`src/rtl/orthpoly_pkg.sv`:
```
// ----------------------------------------------------------------------------
// orthpoly_pkg
// Shared types, widths and constants for the orthogonal polynomial series
// generator: kind and register codes, sequencer states, reciprocal table.
// ----------------------------------------------------------------------------
`default_nettype none

package orthpoly_pkg;

   // defaults for the top level parameters
   localparam int DEF_MAX_ORDER = 31;
   localparam int DEF_FRAC_BITS = 16;

   // field widths
   localparam int VAL_W   = 32;
   localparam int ORDER_W = 5;
   localparam int KIND_W  = 2;

   // configuration port
   localparam int CSR_ADDR_W = 2;
   localparam int CSR_DATA_W = 5;
   localparam logic [CSR_ADDR_W-1:0] CSR_POLY_KIND = 2'd0;
   localparam logic [CSR_ADDR_W-1:0] CSR_TOP_ORDER = 2'd1;
   localparam logic [ORDER_W-1:0]    TOP_ORDER_RESET = 5'd1;

   // stream widths
   localparam int REQ_DATA_W = 32;
   localparam int RSP_DATA_W = 40;
   localparam int RSP_PAD_W  = RSP_DATA_W - VAL_W - ORDER_W;

   // shared multiplier and accumulator
   localparam int MUL_A_W = 40;
   localparam int MUL_B_W = 32;
   localparam int PROD_W  = MUL_A_W + MUL_B_W;
   localparam int ACC_W   = 48;
   localparam int XP_W    = 40;
   localparam int NUM_W   = 38;

   // clamp limits, chosen so that clamped values saturate the same way
   localparam logic signed [PROD_W-1:0] XP_MAX = PROD_W'((longint'(1) << (XP_W - 1)) - 1);
   localparam logic signed [PROD_W-1:0] XP_MIN = -(PROD_W'(longint'(1) << (XP_W - 1)));
   localparam logic signed [ACC_W-1:0]  NUM_MAX = ACC_W'((longint'(1) << (NUM_W - 1)) - 1);
   localparam logic signed [ACC_W-1:0]  NUM_MIN = -(ACC_W'(longint'(1) << (NUM_W - 1)));
   localparam logic signed [ACC_W-1:0]  VAL_MAX = ACC_W'((longint'(1) << (VAL_W - 1)) - 1);
   localparam logic signed [ACC_W-1:0]  VAL_MIN = -(ACC_W'(longint'(1) << (VAL_W - 1)));

   // reciprocal table, R(i) = round(2^RECIP_BITS / i)
   localparam int RECIP_BITS = 24;
   localparam int RECIP_W    = RECIP_BITS + 1;
   localparam int RECIP_ONE  = 1 << RECIP_BITS;
   localparam logic signed [PROD_W-1:0] RECIP_HALF = PROD_W'(longint'(1) << (RECIP_BITS - 1));
   localparam int RECIP_DEPTH = 1 << ORDER_W;

   localparam logic [RECIP_W-1:0] RECIP_TABLE [RECIP_DEPTH] = '{
      RECIP_W'(0),
      RECIP_W'((RECIP_ONE + 0) / 1),
      RECIP_W'((RECIP_ONE + 1) / 2),
      RECIP_W'((RECIP_ONE + 1) / 3),
      RECIP_W'((RECIP_ONE + 2) / 4),
      RECIP_W'((RECIP_ONE + 2) / 5),
      RECIP_W'((RECIP_ONE + 3) / 6),
      RECIP_W'((RECIP_ONE + 3) / 7),
      RECIP_W'((RECIP_ONE + 4) / 8),
      RECIP_W'((RECIP_ONE + 4) / 9),
      RECIP_W'((RECIP_ONE + 5) / 10),
      RECIP_W'((RECIP_ONE + 5) / 11),
      RECIP_W'((RECIP_ONE + 6) / 12),
      RECIP_W'((RECIP_ONE + 6) / 13),
      RECIP_W'((RECIP_ONE + 7) / 14),
      RECIP_W'((RECIP_ONE + 7) / 15),
      RECIP_W'((RECIP_ONE + 8) / 16),
      RECIP_W'((RECIP_ONE + 8) / 17),
      RECIP_W'((RECIP_ONE + 9) / 18),
      RECIP_W'((RECIP_ONE + 9) / 19),
      RECIP_W'((RECIP_ONE + 10) / 20),
      RECIP_W'((RECIP_ONE + 10) / 21),
      RECIP_W'((RECIP_ONE + 11) / 22),
      RECIP_W'((RECIP_ONE + 11) / 23),
      RECIP_W'((RECIP_ONE + 12) / 24),
      RECIP_W'((RECIP_ONE + 12) / 25),
      RECIP_W'((RECIP_ONE + 13) / 26),
      RECIP_W'((RECIP_ONE + 13) / 27),
      RECIP_W'((RECIP_ONE + 14) / 28),
      RECIP_W'((RECIP_ONE + 14) / 29),
      RECIP_W'((RECIP_ONE + 15) / 30),
      RECIP_W'((RECIP_ONE + 15) / 31)
   };

   typedef enum logic [KIND_W-1:0] {
      KIND_CHEB1    = 2'd0,
      KIND_CHEB2    = 2'd1,
      KIND_LEGENDRE = 2'd2,
      KIND_LAGUERRE = 2'd3
   } kind_type;

   typedef enum logic [3:0] {
      ST_IDLE,
      ST_EMIT,
      ST_MULX,
      ST_ROUND,
      ST_CHEB,
      ST_MULA,
      ST_ACCA,
      ST_ACCB,
      ST_CLAMP,
      ST_MULR,
      ST_SCALE
   } state_type;

endpackage

`default_nettype wire

```
`src/rtl/orthogonal_polynomial_series.sv`:
```
// ----------------------------------------------------------------------------
// orthogonal_polynomial_series
// Emits P0(x)..Pm(x) of a Chebyshev, Legendre or Laguerre family for each
// Q16.16 sample by the three-term recurrence on one shared multiplier.
// ----------------------------------------------------------------------------
//
//   channel  dir  handshake              payload
//   req_     in   req_tvalid/req_tready  tdata: sample_x
//   rsp_     out  rsp_tvalid/rsp_tready  tdata: poly_value, order_index;
//                                        tlast: last_value; tuser: saturated
//   csr_     in   csr_we                 csr_addr, csr_wdata
//
// a request is taken only while the sequencer is idle; it then yields m+1
// results, m = min(top_order, MAX_ORDER). P0 and P1 each need only an emit;
// each higher order runs emit, multiply by x and round, then the Chebyshev
// step, or for Legendre and Laguerre a multiply, two accumulates, a clamp, a
// reciprocal multiply and a scale; the single signed multiplier's product is
// registered before use. the result register decouples the sides: a stalled
// rsp_tready holds the sequencer at its next emit. reset is synchronous and clears all control.
// ----------------------------------------------------------------------------
`default_nettype none

module orthogonal_polynomial_series
   import orthpoly_pkg::*;
#(
   parameter int MAX_ORDER = DEF_MAX_ORDER,
   parameter int FRAC_BITS = DEF_FRAC_BITS
) (
   input  wire                    clock,
   input  wire                    reset,
   input  wire                    req_tvalid,
   output logic                   req_tready,
   input  wire [REQ_DATA_W-1:0]   req_tdata,   // [31:0] sample_x
   output logic                   rsp_tvalid,
   input  wire                    rsp_tready,
   output logic [RSP_DATA_W-1:0]  rsp_tdata,   // [31:0] poly_value, [36:32] order_index
   output logic                   rsp_tlast,
   output logic                   rsp_tuser,   // [0] saturated
   input  wire                    csr_we,
   input  wire [CSR_ADDR_W-1:0]   csr_addr,
   input  wire [CSR_DATA_W-1:0]   csr_wdata
);

   localparam logic [ORDER_W:0] MAX_ORDER_Q = (ORDER_W + 1)'(MAX_ORDER);
   localparam logic signed [ACC_W-1:0]  ONE_Q   = ACC_W'(longint'(1) << FRAC_BITS);
   localparam logic signed [PROD_W-1:0] XP_HALF = PROD_W'(longint'(1) << (FRAC_BITS - 1));

   state_type state_ff, state_in;
   kind_type  kind_ff;
   logic [ORDER_W-1:0] top_ff;

   logic signed [VAL_W-1:0]  x_ff, x_in;
   logic signed [VAL_W-1:0]  older_ff, older_in;
   logic signed [VAL_W-1:0]  newer_ff, newer_in;
   logic [ORDER_W-1:0]       step_ff, step_in;
   logic signed [XP_W-1:0]   xp_ff, xp_in;
   logic signed [ACC_W-1:0]  acc_ff, acc_in;
   logic signed [PROD_W-1:0] prod_ff, prod_in;

   logic                     out_valid_ff, out_valid_in;
   logic signed [VAL_W-1:0]  out_value_ff, out_value_in;
   logic [ORDER_W-1:0]       out_order_ff, out_order_in;
   logic                     out_last_ff, out_last_in;
   logic                     out_sat_ff, out_sat_in;

   logic signed [MUL_A_W-1:0] op_a;
   logic signed [MUL_B_W-1:0] op_b;

   logic                     req_fire, out_free, emit_fire, is_last;
   logic [ORDER_W-1:0]       order_max;
   logic signed [PROD_W-1:0] xp_round, scaled;
   logic signed [ACC_W-1:0]  xp_ext, x_ext, prev2_ext, p1_value;
   logic signed [VAL_W-1:0]  sat_value;
   logic                     sat_flag;
   logic [ORDER_W-1:0]       step_less;

   // handshake and control terms
   assign req_tready = (state_ff == ST_IDLE);
   assign req_fire   = req_tvalid && req_tready;
   assign out_free   = !out_valid_ff || rsp_tready;
   assign emit_fire  = (state_ff == ST_EMIT) && out_free;
   assign order_max  = ({1'b0, top_ff} > MAX_ORDER_Q) ? MAX_ORDER_Q[ORDER_W-1:0] : top_ff;
   assign is_last    = (step_ff == order_max);
   assign step_less  = step_ff - ORDER_W'(1);

   assign rsp_tvalid = out_valid_ff;
   assign rsp_tdata  = {RSP_PAD_W'(0), out_order_ff, out_value_ff};
   assign rsp_tlast  = out_last_ff;
   assign rsp_tuser  = out_sat_ff;

   // arithmetic helpers
   assign xp_ext    = ACC_W'(xp_ff);
   assign x_ext     = ACC_W'(x_ff);
   assign prev2_ext = ACC_W'(older_ff);
   assign xp_round  = (prod_ff + XP_HALF) >>> FRAC_BITS;
   assign scaled    = (prod_ff + RECIP_HALF) >>> RECIP_BITS;

   always_comb begin
      case (kind_ff)
         KIND_CHEB2:    p1_value = x_ext <<< 1;
         KIND_LAGUERRE: p1_value = ONE_Q - x_ext;
         default:       p1_value = x_ext;
      endcase
   end

   always_comb begin
      if (acc_ff > VAL_MAX) begin
         sat_value = VAL_MAX[VAL_W-1:0];
         sat_flag  = 1'b1;
      end else if (acc_ff < VAL_MIN) begin
         sat_value = VAL_MIN[VAL_W-1:0];
         sat_flag  = 1'b1;
      end else begin
         sat_value = acc_ff[VAL_W-1:0];
         sat_flag  = 1'b0;
      end
   end

   // next state
   always_comb begin
      state_in = state_ff;
      case (state_ff)
         ST_IDLE: begin
            if (req_fire) state_in = ST_EMIT;
         end
         ST_EMIT: begin
            if (out_free) begin
               if (is_last) state_in = ST_IDLE;
               else if (step_ff == '0) state_in = ST_EMIT;
               else state_in = ST_MULX;
            end
         end
         ST_MULX:  state_in = ST_ROUND;
         ST_ROUND: begin
            if (kind_ff == KIND_CHEB1 || kind_ff == KIND_CHEB2) state_in = ST_CHEB;
            else state_in = ST_MULA;
         end
         ST_CHEB:  state_in = ST_EMIT;
         ST_MULA:  state_in = ST_ACCA;
         ST_ACCA:  state_in = ST_ACCB;
         ST_ACCB:  state_in = ST_CLAMP;
         ST_CLAMP: state_in = ST_MULR;
         ST_MULR:  state_in = ST_SCALE;
         ST_SCALE: state_in = ST_EMIT;
         default:  state_in = ST_IDLE;
      endcase
   end

   // datapath controls and register next values
   always_comb begin
      x_in         = x_ff;
      older_in     = older_ff;
      newer_in     = newer_ff;
      step_in      = step_ff;
      xp_in        = xp_ff;
      acc_in       = acc_ff;
      op_a         = '0;
      op_b         = '0;
      out_valid_in = out_valid_ff && !rsp_tready;
      out_value_in = out_value_ff;
      out_order_in = out_order_ff;
      out_last_in  = out_last_ff;
      out_sat_in   = out_sat_ff;

      case (state_ff)
         ST_IDLE: begin
            if (req_fire) begin
               x_in     = req_tdata;
               newer_in = '0;
               step_in  = '0;
               acc_in   = ONE_Q;
            end
         end
         ST_EMIT: begin
            if (out_free) begin
               out_valid_in = 1'b1;
               out_value_in = sat_value;
               out_order_in = step_ff;
               out_last_in  = is_last;
               out_sat_in   = sat_flag;
               older_in     = newer_ff;
               newer_in     = sat_value;
               step_in      = step_ff + ORDER_W'(1);
               // order one comes straight from x
               if (step_ff == '0) acc_in = p1_value;
            end
         end
         ST_MULX: begin
            op_a = MUL_A_W'(x_ff);
            op_b = newer_ff;
         end
         ST_ROUND: begin
            if (xp_round > XP_MAX) xp_in = XP_MAX[XP_W-1:0];
            else if (xp_round < XP_MIN) xp_in = XP_MIN[XP_W-1:0];
            else xp_in = xp_round[XP_W-1:0];
         end
         ST_CHEB: begin
            acc_in = (xp_ext <<< 1) - prev2_ext;
         end
         ST_MULA: begin
            // (2i-1) times x*P(i-1) or times P(i-1)
            op_a = (kind_ff == KIND_LEGENDRE) ? xp_ff : MUL_A_W'(newer_ff);
            op_b = MUL_B_W'({step_less, 1'b1});
         end
         ST_ACCA: begin
            acc_in = prod_ff[ACC_W-1:0] - ((kind_ff == KIND_LAGUERRE) ? xp_ext : '0);
            op_a   = MUL_A_W'(older_ff);
            op_b   = MUL_B_W'(step_less);
         end
         ST_ACCB: begin
            acc_in = acc_ff - prod_ff[ACC_W-1:0];
         end
         ST_CLAMP: begin
            if (acc_ff > NUM_MAX) acc_in = NUM_MAX;
            else if (acc_ff < NUM_MIN) acc_in = NUM_MIN;
         end
         ST_MULR: begin
            // clamped numerator fits the operand, keep its sign
            op_a = MUL_A_W'(acc_ff);
            op_b = MUL_B_W'(RECIP_TABLE[step_ff]);
         end
         ST_SCALE: begin
            acc_in = scaled[ACC_W-1:0];
         end
         default: begin
         end
      endcase
   end

   // shared multiplier, product registered every cycle
   assign prod_in = PROD_W'(op_a) * PROD_W'(op_b);

   always_ff @(posedge clock) begin
      if (reset) begin
         state_ff     <= ST_IDLE;
         kind_ff      <= KIND_CHEB1;
         top_ff       <= TOP_ORDER_RESET;
         out_valid_ff <= 1'b0;
      end else begin
         state_ff     <= state_in;
         out_valid_ff <= out_valid_in;
         if (csr_we) begin
            case (csr_addr)
               CSR_POLY_KIND: kind_ff <= kind_type'(csr_wdata[KIND_W-1:0]);
               CSR_TOP_ORDER: top_ff  <= csr_wdata[ORDER_W-1:0];
               default: begin
               end
            endcase
         end
      end
   end

   always_ff @(posedge clock) begin
      x_ff         <= x_in;
      older_ff     <= older_in;
      newer_ff     <= newer_in;
      step_ff      <= step_in;
      xp_ff        <= xp_in;
      acc_ff       <= acc_in;
      prod_ff      <= prod_in;
      out_value_ff <= out_value_in;
      out_order_ff <= out_order_in;
      out_last_ff  <= out_last_in;
      out_sat_ff   <= out_sat_in;
   end

endmodule

`default_nettype wire
```
`config.mk`:
```
export PLATFORM = sky130hd
export DESIGN_NAME = orthogonal_polynomial_series
export DESIGN_NICKNAME = d
export VERILOG_FILES = /design/src/rtl/orthpoly_pkg.sv /design/src/rtl/orthogonal_polynomial_series.sv
export SDC_FILE = /design/constraint.sdc
export NUM_CORES = 2
export LEC_CHECK = 0
export ABC_AREA = 1
export BUFFER_PORTS_ARGS = -buffer_cell sky130_fd_sc_hd__buf_2
export CORE_MARGIN = 5
export CORE_UTILIZATION = 50
export CTS_BUF_LIST = sky130_fd_sc_hd__clkbuf_2 sky130_fd_sc_hd__clkbuf_4 sky130_fd_sc_hd__clkbuf_8
export CTS_CLUSTER_DIAMETER = 150
export DETAILED_ROUTE_END_ITERATION = 16
export PLACE_DENSITY = 0.69
export SYNTH_ARGS = -nofsm -noshare
export SYNTH_HDL_FRONTEND = slang
export SYNTH_SLANG_ARGS = --single-unit
```
`constraint.sdc`:
```
create_clock -name clock -period 13.1 [get_ports clock]
set_input_delay 1.31 -clock clock [delete_from_list [all_inputs] [get_ports clock]]
set_output_delay 1.31 -clock clock [all_outputs]
set_load 0.05 [all_outputs]
```
==> reports/summary.txt <==
Number of flops mapped to enable cells by yosys: 228
Boundary pin count: 88
DR pass1 iterations: 8
Clock H-tree levels: 2
Max clock buf depth: 3
Initial DRC count: 9,288
Critical path peak fanout: 19
CP endpoint kind: flop
Power Density: 83.7 mW/mm^2
Max-slew headroom: 0.0179
Worst hold endpoint: older_ff[9]
Area growth syn-to-layout: 6.04%
Total die area: 0.154 mm^2
WP data arrival: 12.02 ns
Top cell type's share of synthesized area: 0.363
Grt ovf: 0
Worst skew pair latency: 0.76 ns
Number of global-route vias before repair: 69,400
Vias per cell: 5.94
CTS Sinks: 312
Register-to-register setup slack: 1.76 ns
Detail Placement HPWL: 285,000 um
CP max stage delay: 1.17 ns
CTS tree: built
Internal power: 3000 uW
Fmax: 88.2 MHz
Pre-CTS setup slack: 1.98 ns
CORE AREA: 0.145 mm^2
Min-delay src: newer_ff[9]
Syn Inst Count: 9,961
Combinational power share: 0.551
Max-slew violations: 0
First-pass GRT wire length: 486,000 um
Dominant cell type by area after synthesis: fa_1
CTS Hold Buffers Added: 0
P_leak: 0.0394 uW
Tcrit/Tclk final: 0.866
Detail-routed net length per standard cell: 28.7 um
Sw Ratio: 0.538
Vias: 70,800
Setup Buffers After CTS: 0
Inst Count DP: 11,800
CP Class: flop to flop
Worst Skew: 0.0655 ns
Root Driver: clkbuf_8
Yosys Warn Count: 0
TNS Setup: 0 ns
Data required, critical path: 13.78 ns
Clk pwr share: 0.197
Most frequent cells in the layout: 2,335 x inv_1, 2,154 x nand2_1, 1,345 x nor2_1, 1,325 x fa_1, 445 x a21oi_1
Initial antenna violation count: 22
Antenna-violating nets left: 0
Worst Hold Class: flop to flop
Min cycle time layout: 11.34 ns
Non-filler instance count after layout: 11,900
Largest net degree at the start of global routing: 64
Post-layout nets: 11,700
Register area share after synthesis: 0.117
MaxCap Viol Count: 0
Worst r2r path cells: 32
Clock transition at the registers of the reported paths: 0.07 ns
GPL Wtd Cong: 1.13
Slew @ Worst Pin: 1.46 ns
Power, Total: 6480 uW
Filler cells: 14,300
Total Wirelength: 342,000 um
Layout cells sized above 1: 0.0435
Synth top area cells: fa_1 36%, inv_1 12%, nand2_1 11%, edfxtp_1 9.4%, nor2_1 7.0%
Crit path max-delay cell type: fa_1
Critical path launch point type: flop
CTS Buf Count: 56
Worst r2r src: step_ff[3]
Avg Cell Area, Syn: 7.33 um^2
Post-synth ARST share: 0
Final hold vios: 0
NetSw: 3480 uW
CTS-repair resized insts: 0
Unique cell type count in the Yosys netlist: 63
Synthesized area: 0.0730 mm^2
Dominant synthesized flop cell: edfxtp_1
Cell row count: 140
Number of remaining DRC errors: 0
Hold Path Cell Cnt: 0
RR Endpoint: prod_ff[69]
Setup violations, final: 0
Seq pwr share: 0.253
Peak VDD IR: 271 uV
Status: complete, no violations
Yosys reg bits: 312
Fin worst setup slack: 1.76 ns
Gr usage total: 0.441
PortBufs: 84
Starting Density: 0.502
Commonest non-fill, non-tap cell in the layout: inv_1
Die Span Y: 392 um
RSZ-0062 raised after global routing: no
Die W: 392 um
==> metal layers <==
metal,GRT usage,share of wire,vias to the layer above
met3,0.182,0.16,1152
met4,0.229,0.069,22
met5,0.0134,0.0011,-
met1,0.598,0.38,34600
met2,0.601,0.39,5168
li1,-,-,29900
==> critical path: cells and delay by family, from the launching register on <==
family | cells | cell delay [ns]
compound gates | 4 | 0.83
simple gates | 9 | 1.66
xor+xnor | 1 | 0.14
fa+ha+maj | 9 | 5.69
buf+inv | 9 | 2.00
flops | 1 | 0.89
==> kinds of logic after synthesis <==
| group | after synthesis | synth area share |
|---|---|---|
| AOI/OAI and AO/OA | 1016 | 0.0763 |
| xor gates and xnor gates | 127 | 0.0152 |
| adders and majority gates | 1674 | 0.423 |
| buffers and inverters | 2672 | 0.139 |
| DFF | 312 | 0.117 |
| other | 1 | 0.0000514 |
| and+or+nand+nor | 4159 | 0.230 |
==> through the flow <==
step	hold WS (ns)	area (um^2)	util
2_1_floorplan	0.421	73000	-
3_3_place_gp	0.429	75900	0.522
3_5_place_dp	0.442	75900	0.522
4_1_cts	0.449	77400	0.532
5_1_grt	0.465	77400	0.532
6_report	0.447	77400	0.533
==> state kept, by name, summed over array words and instances, names as in the netlist <==
register,count
x_ff,32
acc_ff,48
rsp_tvalid,1
newer_ff,32
state_ff,4
rsp_tlast,1
older_ff,32
prod_ff,72
order_max,5
out_order_ff,5
xp_ff,40
step_ff,5
out_value_ff,32
kind_ff,2
rsp_tuser,1
==> how the worst max path moves through the flow <==
stage                           from          end  depth (start not counted)
final                     step_ff[3]  prod_ff[69]                         32
after detailed placement  step_ff[3]  prod_ff[69]                         32
after global placement    step_ff[3]  prod_ff[70]                         32
after floorplan           step_ff[0]  prod_ff[57]                         35
after CTS                 step_ff[3]  prod_ff[69]                         32
after global routing      step_ff[3]  prod_ff[70]                         32
==> layout make-up <==
type                            instances  area, um^2  share of cell area
Inverter                             2369        8890               0.115
Multi-Input combinational cell       6979       54600               0.705
Tap cell                             1917        2400              0.0310
Timing Repair Buffer                  226        1490              0.0192
Clock inverter                         27         474             0.00612
Clock buffer                           79        1020              0.0132
Sequential cell                       312        8530               0.110
Antenna cell                           19        47.5            0.000614
==> power groups by stage <==
stage / registers [uW] / logic [uW] / clock network [uW]
2_1_floorplan: 1520 / 2110 / 0
3_3_place_gp: 1630 / 3390 / 0
3_5_place_dp: 1630 / 3390 / 0
4_1_cts: 1610 / 3410 / 1270
5_1_grt: 1620 / 3780 / 1320
6_report: 1640 / 3570 / 1280
==> synth_stat cells, types with 49 or more instances <==
cell and number:
inv_1 2339, edfxtp_1 228, dfxtp_1 84, nor2_1 1359, nand2_1 2156, buf_2 49, ha_1 349, a21oi_1 446
xor2_1 101, nand4_1 131, clkbuf_1 223, fa_1 1325, nand3_1 363, o21ai_0 371
(Power assumes the default switching activity.)
